==> config.mk <==
export PLATFORM = sky130hd
export DESIGN_NAME = sha1_message_digest_core
export DESIGN_NICKNAME = d
export VERILOG_FILES = /design/src/design/sha1md_pkg.sv /design/src/design/sha1md_fifo.sv /design/src/design/sha1md_front.sv /design/src/design/sha1md_compress.sv /design/src/design/sha1md_back.sv /design/src/design/sha1_message_digest_core.sv
export SDC_FILE = /design/constraint.sdc
export NUM_CORES = 2
export LEC_CHECK = 0
export BUFFER_PORTS_ARGS = -buffer_cell sky130_fd_sc_hd__buf_4
export CAP_MARGIN = 0
export CORE_MARGIN = 2
export CORE_UTILIZATION = 50
export DETAILED_ROUTE_END_ITERATION = 7
export PLACE_DENSITY_LB_ADDON = 0.3
export SLEW_MARGIN = 10
export SYNTH_ARGS = -nofsm -noshare
export SYNTH_HDL_FRONTEND = slang
export SYNTH_HIERARCHICAL = 1
export SYNTH_SLANG_ARGS = --single-unit
==> constraint.sdc <==
create_clock -name clk -period 33.1 [get_ports clk]
set_clock_uncertainty 0.2 [all_clocks]
set_input_delay 3.31 -clock clk [delete_from_list [all_inputs] [get_ports clk]]
set_output_delay 3.31 -clock clk [all_outputs]
set_load 0.005 [all_outputs]
==> src/design/sha1md_pkg.sv <==
// SHA-1 digest core package: payload structs, queue entry, sequencer states,
// compression control struct and the SHA-1 constants.
// No dependencies; imported by every module of the core.
`timescale 1ns / 1ps

package sha1md_pkg;

	typedef logic [31:0] sha1md_word_t;

	typedef struct packed {
		logic [7:0] message_byte;
		logic       byte_valid;
		logic       end_of_message;
	} sha1md_in_t;

	typedef struct packed {
		logic [31:0] digest_word;
		logic [2:0]  word_index;
		logic        last_word;
	} sha1md_out_t;

	// Classified input transaction; items with neither byte nor end mark are dropped.
	typedef enum logic [1:0] {
		OP_BYTE,
		OP_BYTE_END,
		OP_END
	} sha1md_op_e;

	typedef struct packed {
		sha1md_op_e op;
		logic [7:0] data;
	} sha1md_entry_t;

	typedef enum logic [2:0] {
		ST_IDLE,
		ST_MARK,
		ST_PAD,
		ST_LEN,
		ST_WAIT,
		ST_EMIT
	} sha1md_state_e;

	typedef struct packed {
		logic start;
		logic reload;
	} sha1md_cmp_ctl_t;

	localparam int QUEUE_DEPTH = 4;

	localparam logic [6:0] ROUND_LAST  = 7'd79;
	localparam logic [6:0] ROUND_FINAL = 7'd80;

	localparam logic [5:0] PAD_END     = 6'd56;
	localparam logic [5:0] POS_LAST    = 6'd63;
	localparam logic [2:0] LEN_LAST    = 3'd7;
	localparam logic [2:0] WORD_LAST   = 3'd4;
	localparam logic [7:0] PAD_MARK    = 8'h80;

	localparam sha1md_word_t K0 = 32'h5A827999;
	localparam sha1md_word_t K1 = 32'h6ED9EBA1;
	localparam sha1md_word_t K2 = 32'h8F1BBCDC;
	localparam sha1md_word_t K3 = 32'hCA62C1D6;

	localparam sha1md_word_t IV [5] = '{
		32'h67452301, 32'hEFCDAB89, 32'h98BADCFE, 32'h10325476, 32'hC3D2E1F0
	};

endpackage

==> src/design/sha1md_fifo.sv <==
// Short transaction queue between the front and back of the SHA-1 core.
// Depends on sha1md_pkg for the queue entry type.
`timescale 1ns / 1ps

module sha1md_fifo import sha1md_pkg::*; #(
	parameter int DEPTH = QUEUE_DEPTH
) (
	input  logic          clk,
	input  logic          arst_n,
	input  logic          push,
	input  sha1md_entry_t push_data,
	output logic          full,
	input  logic          pop,
	output sha1md_entry_t pop_data,
	output logic          nonempty
);

	localparam int AW = (DEPTH > 1) ? $clog2(DEPTH) : 1;
	localparam int CW = $clog2(DEPTH + 1);

	sha1md_entry_t   mem_q [DEPTH];
	logic [AW-1:0]   wr_ptr_q;
	logic [AW-1:0]   rd_ptr_q;
	logic [CW-1:0]   cnt_q;
	logic            do_push;
	logic            do_pop;

	assign full     = (cnt_q == CW'(DEPTH));
	assign nonempty = (cnt_q != '0);
	assign do_push  = push && !full;
	assign do_pop   = pop && nonempty;
	assign pop_data = mem_q[rd_ptr_q];

	always_ff @(posedge clk) begin
		if (do_push) begin
			mem_q[wr_ptr_q] <= push_data;
		end
	end

	always_ff @(posedge clk or negedge arst_n) begin
		if (!arst_n) begin
			wr_ptr_q <= '0;
			rd_ptr_q <= '0;
			cnt_q    <= '0;
		end else begin
			if (do_push) begin
				wr_ptr_q <= (wr_ptr_q == AW'(DEPTH - 1)) ? '0 : wr_ptr_q + AW'(1);
			end
			if (do_pop) begin
				rd_ptr_q <= (rd_ptr_q == AW'(DEPTH - 1)) ? '0 : rd_ptr_q + AW'(1);
			end
			if (do_push && !do_pop) begin
				cnt_q <= cnt_q + CW'(1);
			end else if (!do_push && do_pop) begin
				cnt_q <= cnt_q - CW'(1);
			end
		end
	end

endmodule

==> src/design/sha1md_front.sv <==
// Input side of the SHA-1 core: accepts message transactions, classifies
// them and forwards non-empty ones to the queue. Depends on sha1md_pkg.
`timescale 1ns / 1ps

module sha1md_front import sha1md_pkg::*; (
	input  logic          clk,
	input  logic          arst_n,
	input  logic          msg_valid,
	output logic          msg_stall,
	input  sha1md_in_t    msg,
	output logic          push,
	output sha1md_entry_t push_data,
	input  logic          full
);

	logic          ent_valid_q;
	sha1md_entry_t ent_q;
	logic          accept;
	logic          keep;
	sha1md_entry_t cls;

	assign msg_stall = ent_valid_q && full;
	assign accept    = msg_valid && !msg_stall;
	assign push      = ent_valid_q;
	assign push_data = ent_q;

	always_comb begin
		cls.data = msg.message_byte;
		if (msg.byte_valid && msg.end_of_message) begin
			cls.op = OP_BYTE_END;
		end else if (msg.byte_valid) begin
			cls.op = OP_BYTE;
		end else begin
			cls.op = OP_END;
		end
	end

	// drop items that carry neither a byte nor an end mark
	assign keep = accept && (msg.byte_valid || msg.end_of_message);

	always_ff @(posedge clk) begin
		if (keep) begin
			ent_q <= cls;
		end
	end

	always_ff @(posedge clk or negedge arst_n) begin
		if (!arst_n) begin
			ent_valid_q <= 1'b0;
		end else begin
			ent_valid_q <= keep || (ent_valid_q && full);
		end
	end

endmodule

==> src/design/sha1md_compress.sv <==
// SHA-1 compression unit: one round per cycle over a 16-word schedule window,
// then a final add into the chaining words. Depends on sha1md_pkg.
`timescale 1ns / 1ps

module sha1md_compress import sha1md_pkg::*; (
	input  logic            clk,
	input  logic            arst_n,
	input  sha1md_cmp_ctl_t ctl,
	input  sha1md_word_t    blk [16],
	output logic            busy,
	output sha1md_word_t    h [5]
);

	logic         busy_q;
	logic [6:0]   round_q;
	sha1md_word_t h_q [5];
	sha1md_word_t a_q, b_q, c_q, d_q, e_q;
	sha1md_word_t w_q [16];
	sha1md_word_t f;
	sha1md_word_t k;
	sha1md_word_t t;
	sha1md_word_t w_mix;
	sha1md_word_t w_next;

	assign busy = busy_q;

	always_comb begin
		for (int i = 0; i < 5; i++) begin
			h[i] = h_q[i];
		end
	end

	always_comb begin
		case (round_q) inside
			[7'd0:7'd19]: begin
				f = (b_q & c_q) | (~b_q & d_q);
				k = K0;
			end
			[7'd20:7'd39]: begin
				f = b_q ^ c_q ^ d_q;
				k = K1;
			end
			[7'd40:7'd59]: begin
				f = (b_q & c_q) | (b_q & d_q) | (c_q & d_q);
				k = K2;
			end
			default: begin
				f = b_q ^ c_q ^ d_q;
				k = K3;
			end
		endcase
	end

	assign t      = {a_q[26:0], a_q[31:27]} + f + e_q + k + w_q[0];
	assign w_mix  = w_q[13] ^ w_q[8] ^ w_q[2] ^ w_q[0];
	assign w_next = {w_mix[30:0], w_mix[31]};

	always_ff @(posedge clk) begin
		if (ctl.start) begin
			a_q <= h_q[0];
			b_q <= h_q[1];
			c_q <= h_q[2];
			d_q <= h_q[3];
			e_q <= h_q[4];
			for (int i = 0; i < 16; i++) begin
				w_q[i] <= blk[i];
			end
		end else if (busy_q && round_q != ROUND_FINAL) begin
			a_q <= t;
			b_q <= a_q;
			c_q <= {b_q[1:0], b_q[31:2]};
			d_q <= c_q;
			e_q <= d_q;
			// slide the schedule window by one word
			for (int i = 0; i < 15; i++) begin
				w_q[i] <= w_q[i + 1];
			end
			w_q[15] <= w_next;
		end
	end

	always_ff @(posedge clk or negedge arst_n) begin
		if (!arst_n) begin
			busy_q  <= 1'b0;
			round_q <= '0;
			for (int i = 0; i < 5; i++) begin
				h_q[i] <= IV[i];
			end
		end else if (ctl.reload) begin
			for (int i = 0; i < 5; i++) begin
				h_q[i] <= IV[i];
			end
		end else if (ctl.start) begin
			busy_q  <= 1'b1;
			round_q <= '0;
		end else if (busy_q) begin
			if (round_q == ROUND_FINAL) begin
				busy_q <= 1'b0;
				h_q[0] <= h_q[0] + a_q;
				h_q[1] <= h_q[1] + b_q;
				h_q[2] <= h_q[2] + c_q;
				h_q[3] <= h_q[3] + d_q;
				h_q[4] <= h_q[4] + e_q;
			end else begin
				round_q <= round_q + 7'd1;
			end
		end
	end

endmodule

==> src/design/sha1md_back.sv <==
// Back end of the SHA-1 core: packs bytes into the block buffer, pads the
// message, drives the compression unit and emits the digest words.
// Depends on sha1md_pkg.
`timescale 1ns / 1ps

module sha1md_back import sha1md_pkg::*; (
	input  logic            clk,
	input  logic            arst_n,
	input  logic            q_valid,
	input  sha1md_entry_t   q_entry,
	output logic            pop,
	output sha1md_cmp_ctl_t ctl,
	output sha1md_word_t    blk [16],
	input  logic            busy,
	input  sha1md_word_t    h [5],
	output logic            dig_valid,
	input  logic            dig_stall,
	output sha1md_out_t     dig
);

	sha1md_state_e state_q;
	sha1md_state_e next_state;
	logic [5:0]    pos_q;
	logic [60:0]   count_q;
	logic [2:0]    len_idx_q;
	logic [2:0]    word_idx_q;
	sha1md_word_t  blk_q [16];
	logic          full_q;
	logic          out_valid_q;
	sha1md_out_t   out_q;

	logic          out_free;
	logic          wr_en;
	logic [7:0]    wr_byte;
	logic          count_en;
	logic          emit;
	logic          reload;
	logic [63:0]   total;
	logic [5:0]    len_shift;
	logic [7:0]    len_byte;

	assign out_free  = !out_valid_q || !dig_stall;
	assign dig_valid = out_valid_q;
	assign dig       = out_q;

	assign total     = {count_q, 3'b000};
	assign len_shift = {~len_idx_q, 3'b000};
	assign len_byte  = 8'(total >> len_shift);

	assign ctl.start  = full_q && !busy;
	assign ctl.reload = reload;

	always_comb begin
		for (int i = 0; i < 16; i++) begin
			blk[i] = blk_q[i];
		end
	end

	always_comb begin
		next_state = state_q;
		case (state_q)
			ST_IDLE: begin
				if (q_valid && !full_q) begin
					next_state = (q_entry.op == OP_BYTE) ? ST_IDLE : ST_MARK;
				end
			end
			ST_MARK: begin
				if (!full_q) begin
					next_state = ST_PAD;
				end
			end
			ST_PAD: begin
				if (pos_q == PAD_END) begin
					next_state = ST_LEN;
				end
			end
			ST_LEN: begin
				if (!full_q && len_idx_q == LEN_LAST) begin
					next_state = ST_WAIT;
				end
			end
			ST_WAIT: begin
				if (!full_q && !busy) begin
					next_state = ST_EMIT;
				end
			end
			ST_EMIT: begin
				if (out_free && word_idx_q == WORD_LAST) begin
					next_state = ST_IDLE;
				end
			end
			default: begin
				next_state = ST_IDLE;
			end
		endcase
	end

	always_comb begin
		pop      = 1'b0;
		wr_en    = 1'b0;
		wr_byte  = q_entry.data;
		count_en = 1'b0;
		emit     = 1'b0;
		reload   = 1'b0;
		case (state_q)
			ST_IDLE: begin
				if (q_valid && !full_q) begin
					pop = 1'b1;
					if (q_entry.op != OP_END) begin
						wr_en    = 1'b1;
						count_en = 1'b1;
					end
				end
			end
			ST_MARK: begin
				wr_en   = !full_q;
				wr_byte = PAD_MARK;
			end
			ST_PAD: begin
				wr_en   = !full_q && pos_q != PAD_END;
				wr_byte = '0;
			end
			ST_LEN: begin
				wr_en   = !full_q;
				wr_byte = len_byte;
			end
			ST_WAIT: begin
			end
			ST_EMIT: begin
				emit   = out_free;
				reload = out_free && word_idx_q == WORD_LAST;
			end
			default: begin
			end
		endcase
	end

	always_ff @(posedge clk) begin
		if (wr_en) begin
			blk_q[pos_q[5:2]][{~pos_q[1:0], 3'b000} +: 8] <= wr_byte;
		end
		if (emit) begin
			out_q.digest_word <= h[word_idx_q];
			out_q.word_index  <= word_idx_q;
			out_q.last_word   <= (word_idx_q == WORD_LAST);
		end
	end

	always_ff @(posedge clk or negedge arst_n) begin
		if (!arst_n) begin
			state_q     <= ST_IDLE;
			pos_q       <= '0;
			count_q     <= '0;
			len_idx_q   <= '0;
			word_idx_q  <= '0;
			full_q      <= 1'b0;
			out_valid_q <= 1'b0;
		end else begin
			state_q <= next_state;
			if (wr_en) begin
				pos_q <= pos_q + 6'd1;
			end
			// hold further writes until the compression unit takes the block
			if (wr_en && pos_q == POS_LAST) begin
				full_q <= 1'b1;
			end else if (ctl.start) begin
				full_q <= 1'b0;
			end
			if (reload) begin
				count_q <= '0;
			end else if (count_en) begin
				count_q <= count_q + 61'd1;
			end
			if (wr_en && state_q == ST_LEN) begin
				len_idx_q <= len_idx_q + 3'd1;
			end
			if (emit) begin
				out_valid_q <= 1'b1;
				word_idx_q  <= (word_idx_q == WORD_LAST) ? '0 : word_idx_q + 3'd1;
			end else if (!dig_stall) begin
				out_valid_q <= 1'b0;
			end
		end
	end

	// between messages the fill position follows the byte count
	a_pos_tracks_count: assert property (@(posedge clk) disable iff (!arst_n)
		state_q == ST_IDLE |-> pos_q == count_q[5:0])
		else $error("fill position out of step with byte count");

	// the digest is read only once the last block is fully folded in
	a_emit_idle: assert property (@(posedge clk) disable iff (!arst_n)
		state_q == ST_EMIT |-> !busy && !full_q)
		else $error("digest emitted while compression pending");

	// a block is never overwritten while it waits for the compression unit
	a_no_write_full: assert property (@(posedge clk) disable iff (!arst_n)
		full_q && !ctl.start |=> full_q || $past(ctl.start))
		else $error("pending block released without compression start");

	a_len_aligned: assert property (@(posedge clk) disable iff (!arst_n)
		state_q == ST_LEN |-> pos_q[5:3] == 3'b111 && pos_q[2:0] == len_idx_q)
		else $error("length bytes misplaced in final block");

endmodule

==> src/design/sha1_message_digest_core.sv <==
// SHA-1 message digest core.
// Input channel msg (msg_valid/msg_stall): one transaction per item carrying
// an optional message byte (byte_valid) and an end-of-message mark. Items with
// neither are accepted and dropped. An item with the end mark and no byte asks
// for the digest of the bytes sent so far (the empty digest if none).
// Output channel dig (dig_valid/dig_stall): five transactions per message,
// digest words 0..4, most significant first, last_word set on word 4.
// Throughput: each full 64-byte block goes through the compression unit
// (start, 80 rounds, final add) while the next block is loaded, so long
// messages are limited by the one-round-per-cycle compression unit.
// After the end item come the padding bytes and the length, waits for the
// compression unit, then one or two block compressions, then the five
// digest words in order.
// Reset loads the standard initial chaining values, clears the bit count and
// empties the queue. A stall on dig holds the output register; the digest
// sequencer then waits, the queue fills and msg_stall rises.
// Depends on sha1md_pkg, sha1md_front, sha1md_fifo, sha1md_back, sha1md_compress.
`timescale 1ns / 1ps

module sha1_message_digest_core import sha1md_pkg::*; #(
	parameter int QDEPTH = QUEUE_DEPTH
) (
	input  logic        clk,
	input  logic        arst_n,
	input  logic        msg_valid,
	output logic        msg_stall,
	input  sha1md_in_t  msg,
	output logic        dig_valid,
	input  logic        dig_stall,
	output sha1md_out_t dig
);

	logic            push;
	sha1md_entry_t   push_data;
	logic            full;
	logic            pop;
	sha1md_entry_t   q_entry;
	logic            q_valid;
	sha1md_cmp_ctl_t ctl;
	sha1md_word_t    blk [16];
	logic            busy;
	sha1md_word_t    h [5];

	sha1md_front u_front (
		.clk       (clk),
		.arst_n    (arst_n),
		.msg_valid (msg_valid),
		.msg_stall (msg_stall),
		.msg       (msg),
		.push      (push),
		.push_data (push_data),
		.full      (full)
	);

	sha1md_fifo #(
		.DEPTH (QDEPTH)
	) u_fifo (
		.clk       (clk),
		.arst_n    (arst_n),
		.push      (push),
		.push_data (push_data),
		.full      (full),
		.pop       (pop),
		.pop_data  (q_entry),
		.nonempty  (q_valid)
	);

	sha1md_back u_back (
		.clk       (clk),
		.arst_n    (arst_n),
		.q_valid   (q_valid),
		.q_entry   (q_entry),
		.pop       (pop),
		.ctl       (ctl),
		.blk       (blk),
		.busy      (busy),
		.h         (h),
		.dig_valid (dig_valid),
		.dig_stall (dig_stall),
		.dig       (dig)
	);

	sha1md_compress u_compress (
		.clk    (clk),
		.arst_n (arst_n),
		.ctl    (ctl),
		.blk    (blk),
		.busy   (busy),
		.h      (h)
	);

endmodule
==> summary.md <==
| Metric | Value |
|---|---|
| Status | completed |
| Power, Total | 3.91 mW |
| Vias in the first global route | 44095 |
| Area Growth Syn to Fin | 10.4% |
| H-tree depth | 4 |
| Syn_nets | 5920 |
| Clk network pwr share | 0.459 |
| Switching part of the total | 0.206 |
| Seq pwr share | 0.531 |
| Worst skew pair latency | 0.81 ns |
| Number of synthesized register bits | about 1500 |
| Pwr/cell area | approximately 48 nW/µm² |
| Count of cell types in the netlist | 100 |
| Layout cells sized above 1 | 0.182 |
| Uppermost layer routed | met4 |
| Synth Warn # | 6 |
| Routed Antenna Nets | 0 |
| Post-synth EDFFs | 1270 |
| Nets | slightly below 6000 |
| Required time worst endpoint | approximately 33 ns |
| CTS root buffer | clkbuf_16 |
| Max IR drop VDD | around 0.041 mV |
| Setup TNS | 0 ns |
| Min cycle time layout | roughly 8.6 ns |
| Clock Sinks | about 1500 |
| Wire length on met2 | 80800 µm |
| Startpoint types | flip-flop |
| Die ar. | 151000 µm² |
| Net Sw Power | a little over 0.8 mW |
| Worst EP arrival | 9.01 ns |
| CTS tree | yes |
| Synth Cell Area | 73900 µm² |
| Setup Fix Bufs, Post-CTS | 0 |
| Total grt overflow | 0 |
| DP Wirelength | 117000 µm |
| Total number of vias | 44941 |
| Largest net degree at the start of global routing | 205 |
| Synthesized instance count | 5568 |
| Clk slew on worst S/H paths | 0.06 ns |
| RSZ-0062 raised after global routing | no |
| Slew headroom | 0.121 |
| Routed vias/inst | 5.85 |
| Avg WL per Cell | 22.7 µm |
| First-pass GRT wire length | 267000 µm |
| Seq/Total Area, Yosys | 0.604 |
| MaxCap Viol Count | 0 |
| Fillers | between 10000 and 15000 |
| Period utilisation layout | 0.261 |
| Most frequent cells in the layout | edfxtp_1 (1270), mux2_2 (554), nand2_1 (440) |
| Comb pwr share | 0.010 |
| P_leak | 29.5 nW |
| CP endpoint kind | flip-flop |
| Max clock buf depth | 3 |
| Final hold violation count | 0 |
| Wl on met1 | 77000 µm |
| Count of final max-slew check failures | 0 |
| Synth Flop Type | edfxtp_1 |
| IO buf count | ~50 |
| # IOs | 52 |
| Routed WL | approximately 170000 µm |
| Residual DRC | 0 |
| Commonest non-fill, non-tap cell in the layout | edfxtp_1 |
| Placer Congestion | 0.955 |
| Initial antenna violation count | 0 |
| Cell internal pwr | 3.10 mW |
| Initial Utilization | 0.502 |
| Die extent in y | a little under 400 µm |
| Die Width | about 390 µm |
| CTS Hold Bufs | 0 |
| Post-synth ARST share | 0.167 |
| Synth Area per Inst | ~13 µm² |
| Hold Path Class | flip-flop to flip-flop |
| Cts bufs inserted | approximately 160 |
| DR pass1 iterations | 6 |
| # rows | 141 |
| Post-CTS Resized | 0 |
| Crit path max fanout | 37 |
| DR iter-0 viols | 4373 |
| WS Path Type | flip-flop to flip-flop |
| Core Region | about 150000 µm² |
| Max Clk Rate | 116 MHz |
| Final count of negative-setup-slack endpoints | 0 |
| WL met3 | roughly 11000 µm |
| Worst-Margin Slew | ~1.3 ns |
| GR Util All Layers | 0.229 |
[power groups by stage]
stage	Clock, mW	Sequential (mW)	Combinational [mW]
after global routing	1.91	2.08	0.0430
after floorplan	0	2.11	0.0220
after detailed placement	0	2.12	0.0384
after global placement	0	2.12	0.0366
after CTS	1.83	2.08	0.0385
final	1.79	2.08	0.0373
[final cells by class]
cell class                      count  area (µm²)  area share
Antenna cell                        2        5.00   0.0000613
Sequential cell                  1524       44600       0.547
Clock inverter                     86         950      0.0116
Inverter                          360        1360      0.0166
Multi-Input combinational cell   3470       27200       0.333
Timing Repair Buffer               98         781     0.00957
Tap cell                         1930        2410      0.0296
Clock buffer                      211        4340      0.0532
[worst paths after layout]
path                                                     from                             to  slack, ns  cells after the start
setup / recovery            u_compress/round_q[1]$_DFFE_PN0P_   u_compress/a_q[31]$_DFFE_PP_      24.46                     26
hold / removal             u_front/push_data[8]$_SDFFCE_PP1P_   u_fifo/mem_q[2][8]$_DFFE_PP_       0.30                      0
setup reg to reg            u_compress/round_q[1]$_DFFE_PN0P_   u_compress/a_q[31]$_DFFE_PP_      24.46                     26
hold reg to reg            u_front/push_data[8]$_SDFFCE_PP1P_   u_fifo/mem_q[2][8]$_DFFE_PP_       0.30                      0
max in group asynchronous                              arst_n  u_back/count_q[5]$_DFFE_PN0P_      28.90                      2
min in group asynchronous                              arst_n   u_compress/h[11]$_DFFE_PN0P_       2.35                      1
[critical path, stage by stage (launching register included)]
cell	delay, ns
dfrtp_1	0.42
ha_1	0.24
nor3_1	0.10
nand2b_1	0.14
a211oi_1	0.54
inv_2	0.49
nand2_1	0.87
inv_1	0.62
a221o_1	0.45
fa_1	0.36
inv_1	0.08
fa_1	0.45
fa_1	0.49
inv_1	0.07
ha_1	0.18
inv_1	0.06
fa_1	0.39
nor2b_1	0.16
o2111ai_1	0.17
a21oi_1	0.43
o21ai_1	0.20
a311o_1	0.39
o211ai_1	0.28
nand2_1	0.09
a21oi_1	0.19
nor4_1	0.07
a311oi_1	0.29
[cells in the mapped netlist (37+ instances only)]
master       n  area (µm²)
o211ai_1    63         473
o22ai_1     49         307
o21a_1      37         278
mux2i_1    105        1050
nor2b_1     47         294
clkbuf_1   187         702
mux2_2     554        6240
nand3_1     87         435
inv_1      356        1340
dfstp_2     80        2100
edfxtp_1  1270       38100
dfrtp_1    174        4350
xor2_1      71         622
ha_1       212        2650
o21ai_0    242        1210
nor3_1      42         210
a21oi_1    297        1490
a21o_1      81         608
fa_1       126        2520
nor2_1     313        1170
nand2_1    441        1660
xnor2_1    202        1770
[logic make-up after synthesis]
logic type	after synthesis	synth area share
buf+inv	574	0.0295
fa+ha+maj	338	0.0700
compound gates	1009	0.0847
simple gates	1165	0.0734
xor+xnor	273	0.0324
mux	685	0.106
flops	1524	0.604
[registers in the layout, indices dropped and copies added, names as in the netlist, 6 cells and up]
name                flops
u_back/blk_q          512
u_back/count_q         61
u_back/dig             36
u_back/pos_q            6
u_compress/a_q         32
u_compress/b_q         32
u_compress/c_q         32
u_compress/d_q         32
u_compress/e_q         32
u_compress/h          160
u_compress/round_q      7
u_compress/w_q        512
u_fifo/mem_q           40
u_front/push_data      10
[routing by layer]
layer  GRT usage  vias up
met2       0.359     1515
li1            -    20559
met5           0        -
met4      0.0715        0
met1       0.328    22588
met3      0.0392      279
[metrics by stage]
| stage | hold WS, ns | setup WS, ns | area (µm²) | cells | utilization |
|---|---|---|---|---|---|
| floorplan | 0.245 | 15.85 | 73900 | 5568 | - |
| CTS | 0.299 | 24.51 | 81600 | 7679 | 0.554 |
| detailed placement | 0.284 | 24.58 | 76300 | 7382 | 0.518 |
| finish | 0.304 | 24.46 | 81600 | 7681 | 0.554 |
| global placement | 0.276 | 24.91 | 76300 | 7382 | 0.518 |
| global route | 0.324 | 23.95 | 81600 | 7679 | 0.554 |
(Power assumes the default switching activity.)
